File: config.mk
export PLATFORM = sky130hd
export DESIGN_NAME = modular_inverse_unit
export DESIGN_NICKNAME = d
export VERILOG_FILES = /design/src/design/mi_pkg.sv /design/src/design/modular_inverse_unit.sv
export SDC_FILE = /design/constraint.sdc
export NUM_CORES = 1
export LEC_CHECK = 0
export ABC_AREA = 0
export ABC_CLOCK_PERIOD_IN_PS = 14700
export BUFFER_PORTS_ARGS = -buffer_cell sky130_fd_sc_hd__buf_2
export CELL_PAD_IN_SITES_DETAIL_PLACEMENT = 2
export CELL_PAD_IN_SITES_GLOBAL_PLACEMENT = 2
export CORE_MARGIN = 8
export CORE_UTILIZATION = 42
export DETAILED_ROUTE_END_ITERATION = 8
export PLACE_DENSITY = 0.93
export SLEW_MARGIN = 20
export SYNTH_ARGS = -nofsm -noshare
export SYNTH_HDL_FRONTEND = slang
export SYNTH_SLANG_ARGS = --single-unit
File: constraint.sdc
create_clock -name clock -period 14.7 [get_ports clock]
set_input_delay 2.205 -clock clock [delete_from_list [all_inputs] [get_ports clock]]
set_output_delay 2.205 -clock clock [all_outputs]
set_load 0.02 [all_outputs]
File: src/design/mi_pkg.sv
// Package for the modular inverse unit: sequencer state type and register codes.
// No dependencies; used by modular_inverse_unit.
`default_nettype none

package mi_pkg;

   // width of each result field
   localparam int OUT_W = 32;

   // register index within the configuration space
   localparam logic REG_MODULUS = 1'b0;

   typedef enum logic [3:0] {
      ST_IDLE = 4'b0001,
      ST_DIV  = 4'b0010,
      ST_MUL  = 4'b0100,
      ST_UPD  = 4'b1000
   } state_type;

endpackage

`default_nettype wire

File: src/design/modular_inverse_unit.sv
// Modular inverse by the extended Euclidean algorithm, one shared divide/multiply datapath.
// Depends on mi_pkg (state type, register codes, result width).
//
// channel   direction  handshake                  payload
// request   in         start, busy                req_value
// response  out        rsp_strobe                 rsp_inverse, rsp_prior_coefficient
// config    in/out     psel, penable, pwrite,     paddr, pwdata, prdata
//                      pready
//
// A round with a nonzero remainder runs WIDTH restoring divide steps, WIDTH
// shift-and-add modular multiply steps and one coefficient update. The last
// divide runs WIDTH steps and ends the item with a zero remainder and the strobe.
// A zero value or a modulus below two gives its result in the cycle after transfer.
// busy is low again in the strobe cycle. Reset clears the sequencer and sets the
// modulus to two; the receiver cannot stall the strobe.
`default_nettype none

module modular_inverse_unit #(
   parameter int WIDTH = 32
) (
   input  wire logic                                    clock,
   input  wire logic                                    reset,
   // request
   input  wire logic                                    start,
   output logic                                         busy,
   input  wire logic [WIDTH-1:0]                        req_value,
   // response
   output logic                                         rsp_strobe,
   output logic [mi_pkg::OUT_W-1:0]                     rsp_inverse,
   output logic [mi_pkg::OUT_W-1:0]                     rsp_prior_coefficient,
   // configuration
   input  wire logic                                    psel,
   input  wire logic                                    penable,
   input  wire logic                                    pwrite,
   input  wire logic [((WIDTH > 32) ? 3 : 2):0]         paddr,
   input  wire logic [((WIDTH > 32) ? 64 : 32)-1:0]     pwdata,
   output logic [((WIDTH > 32) ? 64 : 32)-1:0]          prdata,
   output logic                                         pready
);

   localparam int DataW    = (WIDTH > 32) ? 64 : 32;
   localparam int ByteBits = (WIDTH > 32) ? 3 : 2;
   localparam int CntW     = $clog2(WIDTH);
   localparam int OutW     = mi_pkg::OUT_W;

   mi_pkg::state_type state_ff, state_in;

   logic [WIDTH-1:0] modulus_ff, modulus_in;
   logic [WIDTH-1:0] lo_ff, lo_in;
   logic [WIDTH-1:0] rem_ff, rem_in;
   logic [WIDTH-1:0] quo_ff, quo_in;
   logic [WIDTH-1:0] acc_ff, acc_in;
   logic [WIDTH-1:0] cur_ff, cur_in;
   logic [WIDTH-1:0] prev_ff, prev_in;
   logic [CntW-1:0]  cnt_ff, cnt_in;
   logic             rsp_strobe_ff, rsp_strobe_in;
   logic [OutW-1:0]  rsp_inverse_ff, rsp_inverse_in;
   logic [OutW-1:0]  rsp_prior_ff, rsp_prior_in;

   logic             accept;
   logic             cfg_write;
   logic             last_step;
   logic [WIDTH:0]   rem_shift;
   logic [WIDTH:0]   rem_sub;
   logic             rem_ge;
   logic [WIDTH-1:0] rem_step;
   logic [WIDTH+1:0] mul_sum;
   logic [WIDTH+1:0] mul_n1;
   logic [WIDTH+1:0] mul_n2;
   logic [WIDTH-1:0] mul_step;
   logic [WIDTH-1:0] upd_next;

   assign accept    = start && !busy;
   assign busy      = (state_ff != mi_pkg::ST_IDLE);
   assign cfg_write = psel && penable && pwrite && pready
                      && (paddr[ByteBits] == mi_pkg::REG_MODULUS);
   assign last_step = (cnt_ff == CntW'(WIDTH - 1));

   assign pready = 1'b1;
   assign prdata = (paddr[ByteBits] == mi_pkg::REG_MODULUS) ? DataW'(modulus_ff) : '0;

   assign rsp_strobe            = rsp_strobe_ff;
   assign rsp_inverse           = rsp_inverse_ff;
   assign rsp_prior_coefficient = rsp_prior_ff;

   // restoring divide step
   assign rem_shift = {rem_ff, quo_ff[WIDTH-1]};
   assign rem_sub   = rem_shift - {1'b0, lo_ff};
   assign rem_ge    = (rem_shift >= {1'b0, lo_ff});
   assign rem_step  = rem_ge ? rem_sub[WIDTH-1:0] : rem_shift[WIDTH-1:0];

   // modular multiply step: acc = 2*acc + bit*cur, reduced below the modulus
   assign mul_n1   = (WIDTH+2)'(modulus_ff);
   assign mul_n2   = {1'b0, modulus_ff, 1'b0};
   assign mul_sum  = {1'b0, acc_ff, 1'b0}
                     + (quo_ff[WIDTH-1] ? (WIDTH+2)'(cur_ff) : '0);
   always_comb begin
      if (mul_sum >= mul_n2) begin
         mul_step = WIDTH'(mul_sum - mul_n2);
      end else if (mul_sum >= mul_n1) begin
         mul_step = WIDTH'(mul_sum - mul_n1);
      end else begin
         mul_step = mul_sum[WIDTH-1:0];
      end
   end

   // coefficient update: (prev - acc) mod n
   assign upd_next = prev_ff - acc_ff + ((prev_ff < acc_ff) ? modulus_ff : '0);

   always_comb begin
      state_in       = state_ff;
      modulus_in     = modulus_ff;
      lo_in          = lo_ff;
      rem_in         = rem_ff;
      quo_in         = quo_ff;
      acc_in         = acc_ff;
      cur_in         = cur_ff;
      prev_in        = prev_ff;
      cnt_in         = cnt_ff;
      rsp_strobe_in  = 1'b0;
      rsp_inverse_in = rsp_inverse_ff;
      rsp_prior_in   = rsp_prior_ff;

      if (cfg_write) begin
         modulus_in = WIDTH'(pwdata);
      end

      case (state_ff)
         mi_pkg::ST_IDLE: begin
            if (accept) begin
               if ((req_value == '0) || (modulus_ff < WIDTH'(2))) begin
                  rsp_strobe_in  = 1'b1;
                  rsp_inverse_in = '0;
                  rsp_prior_in   = '0;
               end else begin
                  quo_in   = modulus_ff;
                  lo_in    = req_value;
                  rem_in   = '0;
                  prev_in  = '0;
                  cur_in   = WIDTH'(1);
                  cnt_in   = '0;
                  state_in = mi_pkg::ST_DIV;
               end
            end
         end
         mi_pkg::ST_DIV: begin
            rem_in = rem_step;
            quo_in = {quo_ff[WIDTH-2:0], rem_ge};
            cnt_in = cnt_ff + CntW'(1);
            if (last_step) begin
               cnt_in = '0;
               acc_in = '0;
               if (rem_step == '0) begin
                  rsp_strobe_in  = 1'b1;
                  rsp_inverse_in = OutW'(cur_ff);
                  rsp_prior_in   = OutW'(prev_ff);
                  state_in       = mi_pkg::ST_IDLE;
               end else begin
                  state_in = mi_pkg::ST_MUL;
               end
            end
         end
         mi_pkg::ST_MUL: begin
            acc_in = mul_step;
            quo_in = {quo_ff[WIDTH-2:0], 1'b0};
            cnt_in = cnt_ff + CntW'(1);
            if (last_step) begin
               cnt_in   = '0;
               state_in = mi_pkg::ST_UPD;
            end
         end
         mi_pkg::ST_UPD: begin
            prev_in  = cur_ff;
            cur_in   = upd_next;
            quo_in   = lo_ff;
            lo_in    = rem_ff;
            rem_in   = '0;
            state_in = mi_pkg::ST_DIV;
         end
         default: begin
            state_in = mi_pkg::ST_IDLE;
         end
      endcase
   end

   always_ff @(posedge clock) begin
      if (reset) begin
         state_ff      <= mi_pkg::ST_IDLE;
         modulus_ff    <= WIDTH'(2);
         rsp_strobe_ff <= 1'b0;
         cnt_ff        <= '0;
      end else begin
         state_ff      <= state_in;
         modulus_ff    <= modulus_in;
         rsp_strobe_ff <= rsp_strobe_in;
         cnt_ff        <= cnt_in;
      end
   end

   always_ff @(posedge clock) begin
      lo_ff          <= lo_in;
      rem_ff         <= rem_in;
      quo_ff         <= quo_in;
      acc_ff         <= acc_in;
      cur_ff         <= cur_in;
      prev_ff        <= prev_in;
      rsp_inverse_ff <= rsp_inverse_in;
      rsp_prior_ff   <= rsp_prior_in;
   end

   a_divisor_nonzero: assert property (@(posedge clock) disable iff (reset)
      (state_ff == mi_pkg::ST_DIV) |-> (lo_ff != '0))
      else $error("divisor is zero during a divide round");

   a_rem_below_divisor: assert property (@(posedge clock) disable iff (reset)
      (state_ff == mi_pkg::ST_DIV) |-> (rem_ff < lo_ff))
      else $error("partial remainder not below divisor");

   a_acc_reduced: assert property (@(posedge clock) disable iff (reset)
      (state_ff == mi_pkg::ST_MUL || state_ff == mi_pkg::ST_UPD)
      |-> (acc_ff < modulus_ff))
      else $error("multiply accumulator not reduced");

   a_coeff_reduced: assert property (@(posedge clock) disable iff (reset)
      busy |-> ((cur_ff < modulus_ff) && (prev_ff < modulus_ff)))
      else $error("coefficient not reduced");

   a_strobe_cause: assert property (@(posedge clock) disable iff (reset)
      $rose(rsp_strobe_ff) |-> ($past(accept) || $past(busy)))
      else $error("result strobe without a transfer");

endmodule

`default_nettype wire
==> results of run 1 <==
registers in the layout, indices dropped and copies added (netlist names):
name and flops:
modulus_ff 32, quo_ff 32, rem_ff 32, prev_ff 32
rsp_strobe 1, rsp_inverse 32, rsp_prior_coefficient 32, cur_ff 32
acc_ff 32, lo_ff 32, cnt_ff 5, state_ff 4
layout by cell type, fill, tap and decap left out, types with 73 or more instances in the layout:
cell | synthesis | routed
nor2_1 | 183 | 182
edfxtp_1 | 256 | 256
and2_1 | 123 | 122
nand2_1 | 385 | 385
ha_1 | 192 | 192
xnor2_1 | 73 | 73
o21ai_0 | 105 | 105
inv_1 | 225 | 225
a21oi_1 | 196 | 196
buf_2 | 2 | 168
synth_stat cells (8+ instances only):
master,count
a31oi_1,14
nor3_1,24
nor2b_1,16
nand3b_1,9
a21oi_1,196
clkbuf_1,71
buf_1,8
a211oi_1,30
ha_1,192
a22oi_1,34
inv_1,225
nand4_1,30
and2_1,123
mux2i_1,14
o21ai_0,105
edfxtp_1,256
o22ai_1,15
or3_1,10
nand3_1,35
xor2_1,54
fa_1,35
nand2_1,385
dfxtp_1,42
o211ai_1,18
nor2_1,183
and3_1,19
a21o_1,71
o21a_1,30
o31ai_1,11
xnor2_1,73
nor4_1,30
o21bai_1,20
nand2b_1,25
worst max-delay path: stages, from the launching register on:
cell       delay, ns
edfxtp_1        0.54
inv_1           0.20
ha_1            0.36
a21o_1          0.17
a21o_1          0.19
a211o_1         0.30
a21oi_1         0.16
o21ai_0         0.31
a21oi_1         0.40
nor2_1          0.16
nor3_2          0.23
buf_4           0.44
nand2_1         0.14
fa_1            0.50
inv_1           0.09
fa_1            0.50
a21o_1          0.20
a21oi_1         0.32
o21ai_0         0.23
a21o_1          0.24
a31o_2          0.29
a2111oi_0       0.66
o21ai_0         0.43
o21a_1          0.35
o41ai_1         0.52
xor2_1          0.21
nor2_1          0.06
power by group:
group	internal [mW]	leakage (nW)	switching, mW
clock network	0.625	0.662	0.452
registers	1.05	2.75	0.117
logic	1.02	7.76	2.02
per-layer routing:
metal  GRT usage [%]  part of all wire [%]  routed length, microns  vias up
li1                -                     -                       -     9254
met1            44.0                    38                   44300    11700
met2            62.8                    48                   55600     1433
met3            6.27                   7.1                    8310      488
met4            23.9                   7.4                    8670        2
met5               0                 0.011                      13        -
path summary, 6_finish.rpt:
path               from         end  slack (ns)  cells past startpoint
max           acc_ff[1]  cur_ff[28]        6.18                     26
min          quo_ff[25]  quo_ff[26]        0.55                      2
max reg2reg   acc_ff[1]  cur_ff[28]        6.18                     26
min reg2reg  quo_ff[25]  quo_ff[26]        0.55                      2
kinds of logic after synthesis:
logic type                 synth area share, %
other                                   0.0167
adders and majority gates                 13.8
xor gates and xnor gates                  4.96
AOI/OAI and AO/OA                         18.0
muxes                                    0.725
buffers and inverters                     5.16
and+or+nand+nor                           19.4
DFF                                       38.0
area by class of cell:
| cell class | instances | area [sq um] |
|---|---|---|
| multi-input cells | 1918 | 12800 |
| well taps | 688 | 861 |
| flip-flops and latches | 298 | 8530 |
| clock buffers | 53 | 1120 |
| inverters | 225 | 845 |
| clock inverters | 17 | 235 |
| repair buffers | 191 | 1010 |
| diodes | 1 | 2.50 |
| fillers | 5653 | 27200 |
through the flow:
| step | area, sq um | power, mW |
|---|---|---|
| 6_report | 25400 | 5.29 |
| 3_5_place_dp | 24100 | 3.86 |
| 3_3_place_gp | 24100 | 3.61 |
| 5_1_grt | 25400 | 5.45 |
| 4_1_cts | 25400 | 5.15 |
| 2_1_floorplan | 22400 | 3.04 |
==> summary.md, run 1 <==
| Metric | Value |
|---|---|
| Final WS setup | `6.18 ns` |
| Final Skew | `0.0213 ns` |
| Final hold violations | `0` |
| IO Pins | `172` |
| GPL Wtd Cong | `0.968` |
| Root Driver | `clkbuf_16` |
| Clock sinks | `298` |
| Syn. warnings | `0` |
| Post-CTS Setup Repair Bufs | `0` |
| # placed instances | `3319` |
| Initial core utilization | `42.6%` |
| HP Class | `reg -> reg` |
| Drt pass-1 iters | `5` |
| Final HPWL DP | `75400 microns` |
| Pre-CTS setup slack | `6.92 ns` |
| Max cap viols | `0` |
| Leak | `11.2 nW` |
| Gr usage total | `37.4%` |
| Crit end category | `register` |
| Die area | `61100 sq um` |
| DIE HEIGHT | `247 microns` |
| Initial DRC count | `2411` |
| Tightest Pin Transition | `1.08 ns` |
| Post-synth net total | `2823` |
| RSZ-0062 raised after global routing | `false` |
| VDD IR-drop max | `130 uV` |
| Number of global-route vias before repair | `25000` |
| Row count | `84` |
| Post-Route WL | `117000 microns` |
| Clk Latency, worst-skew pair | `0.59 ns` |
| EDFF count, synth | `256` |
| Resized cells post-CTS | `0` |
| Synth cell types | `75` |
| Post-Syn Instances | `2523` |
| Area growth, synth to finish | `13.2%` |
| Tmin final | `8.52 ns` |
| First-pass GRT wire length | `172000 microns` |
| Post-Syn Area | `22400 sq um` |
| Average wire per standard cell | `34.5 microns` |
| Longest Clk Path Bufs | `3` |
| Post-CTS Hold Buffers | `0` |
| Sequential share of the synthesized area | `38.0%` |
| Fin cells | `3391` |
| IO buf count | `168` |
| Core box area | `52700 sq um` |
| Synth top area share | `34.2%` |
| Largest net degree at the start of global routing | `72` |
| DRC viols | `0` |
| NumNets Final | `2972` |
| Setup tns final | `0 ns` |
| CTS tree | `built` |
| Initial antenna violation count | `1` |
| Arrival @ worst endpoint | `8.82 ns` |
| Fin. max-slew vios | `0` |
| Worst setup SP type | `register` |
| Crit Path Max Fanout | `30` |
| Avg Synthesized Cell Area | `8.90 sq um` |
| Post-synth ARST share | `0%` |
| H-tree levels | `2` |
| Max Fclk | `117 MHz` |
| Core Util, Final | `48.3%` |
| Critical Path RT | `15.00 ns` |
| Largest area contributor in the synthesized netlist | `edfxtp_1` |
| Power Density | `208 nW/um^2` |
| Clock Pin Slew Worst Setup and Hold Paths | `0.07 ns` |
| Die width | `247 microns` |
| Yosys reg bits | `298` |
| Share of layout cells above drive strength 1 | `10.3%` |
| Max-Slew Margin vs Limit | `27.8%` |
| Crit share post-route | `57.9%` |
| WHS | `0.552 ns` |
| Post-synth top flop | `edfxtp_1` |
| Vias | `22800` |
| Outcome | `completed` |
| Detail Route Antenna Nets | `0` |
| Grt ovf | `0` |
| Setup violations, final | `0` |
| Vias per cell | `6.73` |
| CTS buffer count | `38` |
| Worst Setup Path Type | `reg -> reg` |
| Largest cells by area after synthesis | `edfxtp_1 (34%), ha_1 (11%), nand2_1 (6.4%)` |
Power figures use the tool's default switching activity.
==> inputs of run 2 (changes only) <==
Settings changed: ABC_AREA 0 to 1, ABC_CLOCK_PERIOD_IN_PS 14700 to 7300, CORE_UTILIZATION 42 to 33, PLACE_DENSITY 0.93 to 0.84.
Clock period 14.7 ns to 7.3 ns, I/O delays scaled along.
==> run 2 against run 1 <==
Routed wire length is 8.2% lower. Synthesized area is 7.3% higher. Critical path depth is 3 higher. Critical endpoint unchanged. Global-route usage is 12 points lower. Power grew to 3.0 times the previous value. Combinational power grew to 3.5 times the previous value. Final cell count is 31% higher. Largest power group unchanged. Die area is 34% higher. Setup slack worse by 5.4 ns. Core utilization is 11 points lower. Maximum frequency is 31% higher. Critical path type unchanged. First-iteration DRC count is 35% lower.
==> summary.md, run 2 <==
| Metric | Value |
|---|---|
| CP max stage delay | `0.72 ns (was 0.66 ns)` |
| GPL Wtd Cong | `0.937 (was 0.968)` |
| Largest cells by area after synthesis | `edfxtp_1 (32%), nand2_1 (12%), ha_1 (10%) (was edfxtp_1 (34%), ha_1 (11%), nand2_1 (6.4%))` |
| Initial antenna violation count | `3 (was 1)` |
| VDD IR-drop max | `223 uV (was 130 uV)` |
| Critical Path RT | `7.60 ns (was 15.00 ns)` |
| Gr usage total | `25.5% (was 37.4%)` |
| Slowest cell on the critical path | `o21ai_0 (was a2111oi_0)` |
| Crit Path Max Fanout | `24 (was 30)` |
| Reg2Reg Setup Slack | `0.79 ns (was 6.18 ns)` |
| Initial DRC count | `1577 (was 2411)` |
| Arrival @ worst endpoint | `6.81 ns (was 8.82 ns)` |
| Power Density | `573 nW/um^2 (was 208 nW/um^2)` |
| H-tree levels | `2 (unchanged)` |
| Initial core utilization | `33.2% (was 42.6%)` |
| Post-CTS Hold Buffers | `0 (unchanged)` |
| Share of layout cells above drive strength 1 | `8.76% (was 10.3%)` |
| Most frequent cells in the layout | `nand2_1 (787), inv_1 (585), nor2_1 (362) (was nand2_1 (385), edfxtp_1 (256), inv_1 (225))` |
| Psw | `8.70 mW (was 2.59 mW)` |
| Clock Pin Slew Worst Setup and Hold Paths | `0.06 ns (was 0.07 ns)` |
| Final HPWL DP | `84800 microns (was 75400 microns)` |
| Setup violations, final | `0 (unchanged)` |
| CTS buffer count | `39 (was 38)` |
| Final hold violations | `0 (unchanged)` |
| Post-Route WL | `107000 microns (was 117000 microns)` |
| Final Skew | `0.0310 ns (was 0.0213 ns)` |
| Max Fclk | `154 MHz (was 117 MHz)` |
| Yosys reg bits | `298 (unchanged)` |
| Power share of the clock group | `13.1% (was 20.4%)` |
| Drt pass-1 iters | `5 (unchanged)` |
| DRC viols | `0 (unchanged)` |
| Vias | `24000 (was 22800)` |
| Count leader, synth | `nand2_1 (unchanged)` |
| NumNets Final | `3751 (was 2972)` |
| Avg Synthesized Cell Area | `7.33 sq um (was 8.90 sq um)` |
| RSZ-0062 raised after global routing | `false (unchanged)` |
| Worst Setup Path Type | `reg -> reg (unchanged)` |
| Post-Syn Instances | `3288 (was 2523)` |
| Leak | `13.2 nW (was 11.2 nW)` |
| Die width | `286 microns (was 247 microns)` |
| IO Pins | `172 (unchanged)` |
| CTS tree | `built (unchanged)` |
| Synth top area share | `31.9% (was 34.2%)` |
| Commonest non-fill, non-tap cell in the layout | `nand2_1 (unchanged)` |
| Tightest Pin Transition | `1.16 ns (was 1.08 ns)` |
| Post-synth net total | `3588 (was 2823)` |
| Longest Clk Path Bufs | `3 (unchanged)` |
| # placed instances | `4368 (was 3319)` |
| Outcome | `completed (unchanged)` |
| Die area | `81900 sq um (was 61100 sq um)` |
| Number of global-route vias before repair | `25900 (was 25000)` |
| Sequential share of the synthesized area | `35.4% (was 38.0%)` |
| Filler cells | `8609 (was 5653)` |
| Average wire per standard cell | `24.2 microns (was 34.5 microns)` |
| Area growth, synth to finish | `13.8% (was 13.2%)` |
| Grt ovf | `0 (unchanged)` |
| DIE HEIGHT | `286 microns (was 247 microns)` |
| Detail Route Antenna Nets | `0 (unchanged)` |
| Tmin final | `6.51 ns (was 8.52 ns)` |
| EDFF count, synth | `256 (unchanged)` |
| Worst setup SP type | `register (unchanged)` |
| Clk Latency, worst-skew pair | `0.57 ns (was 0.59 ns)` |
| Sequential share of power | `18.9% (was 22.1%)` |
| Crit end category | `register (unchanged)` |
| Post-synth ARST share | `0% (unchanged)` |
| Clock sinks | `298 (unchanged)` |
| Post-Syn Area | `24100 sq um (was 22400 sq um)` |
| First-pass GRT wire length | `162000 microns (was 172000 microns)` |
| Vias per cell | `5.41 (was 6.73)` |
| Largest area contributor in the synthesized netlist | `edfxtp_1 (unchanged)` |
| Row count | `99 (was 84)` |
| Synth cell count leaders | `nand2_1 (788), inv_1 (586), nor2_1 (364) (was nand2_1 (385), edfxtp_1 (256), inv_1 (225))` |
| Setup tns final | `0 ns (unchanged)` |
| IO buf count | `168 (unchanged)` |
| Resized cells post-CTS | `0 (unchanged)` |
| Pint | `7.01 mW (was 2.70 mW)` |
| Switch share | `55.4% (was 48.9%)` |
| Syn. warnings | `0 (unchanged)` |
| Post-synth top flop | `edfxtp_1 (unchanged)` |
| Fin cells | `4440 (was 3391)` |
| Largest net degree at the start of global routing | `89 (was 72)` |
| Synth cell types | `59 (was 75)` |
| Fin. max-slew vios | `0 (unchanged)` |
| CP bufs+invs | `6 (was 3)` |
| Cell mode on critical path | `nand2_1 (was a21o_1)` |
| Post-CTS Setup Repair Bufs | `0 (unchanged)` |
| CP top delay family | `compound AO/OA/AOI/OAI gates (unchanged)` |
| Root Driver | `clkbuf_16 (unchanged)` |
| Max-Slew Margin vs Limit | `22.4% (was 27.8%)` |
| Crit share post-route | `89.2% (was 57.9%)` |
| Max cap viols | `0 (unchanged)` |
| Core box area | `72600 sq um (was 52700 sq um)` |
| Combinational Power Share | `67.9% (was 57.5%)` |
| HP Class | `reg -> reg (unchanged)` |
==> run 2: worst paths after layout <==
kind | startpoint | to | cells after the start
worst max register to register | acc_ff[1] | cur_ff[28] | 29
worst max-delay path | acc_ff[1] | cur_ff[28] | 29
worst min-delay path | cnt_ff[3] | cnt_ff[3] | 2
worst min register to register | cnt_ff[3] | cnt_ff[3] | 2
==> run 2: logic make-up after synthesis <==
family	Yosys count	share of synthesized area (%)
AND/OR/NAND/NOR	1419	24.1
buffers and inverters	671	10.7
AO/OA/AOI/OAI	573	13.2
flip-flops	298	35.4
adder cells (fa/ha/maj)	227	12.9
XOR/XNOR	99	3.60
other	1	0.0156
==> run 2: routing by layer <==
metal / share of wire (%) / track usage, % / wire length, microns / vias up
met2: 45 / 41.5 / 48700 / 634
met1: 46 / 35.2 / 49000 / 12200
met4: 3.3 / 7.91 / 3530 / 2
met5: 0.012 / 0 / 13 / -
li1: - / - / - / 11000
met3: 5.7 / 3.09 / 6150 / 142
==> run 2: tightest hold or removal path, cell delays in order, from the launching register on <==
cell and delay (ns):
dfxtp_1 0.31, nand2_1 0.06, a21oi_1 0.06
==> run 2: area by class of cell <==
class / count / area (sq um) / share of cell area (%)
Multi-Input combinational cell: 2319 / 13000 / 47.5
Sequential cell: 298 / 8530 / 31.1
Inverter: 592 / 2220 / 8.11
Tap cell: 959 / 1200 / 4.38
Timing Repair Buffer: 201 / 1110 / 4.04
Clock buffer: 49 / 1030 / 3.77
Clock inverter: 21 / 285 / 1.04
Antenna cell: 1 / 2.50 / 0.00913
==> run 2: power by group through the flow <==
stage	clock network, mW	registers (mW)	logic [mW]
finish	2.06	2.97	10.7
global placement	0	2.94	9.85
CTS	2.08	2.96	10.5
global route	2.14	3.01	11.7
floorplan	0	2.86	7.20
detailed placement	0	2.98	10.3
==> run 2: metrics by stage <==
step | hold WS, ns | power [mW] | util, % | setup WS, ns | area, sq um
2_1_floorplan | 0.438 | 10.1 | - | 1.14 | 24100
3_3_place_gp | 0.451 | 12.8 | 35.9 | 1.16 | 26100
3_5_place_dp | 0.479 | 13.3 | 35.9 | 0.988 | 26100
4_1_cts | 0.486 | 15.6 | 37.7 | 0.895 | 27400
5_1_grt | 0.508 | 16.9 | 37.8 | 0.448 | 27400
6_report | 0.479 | 15.7 | 37.8 | 0.788 | 27400
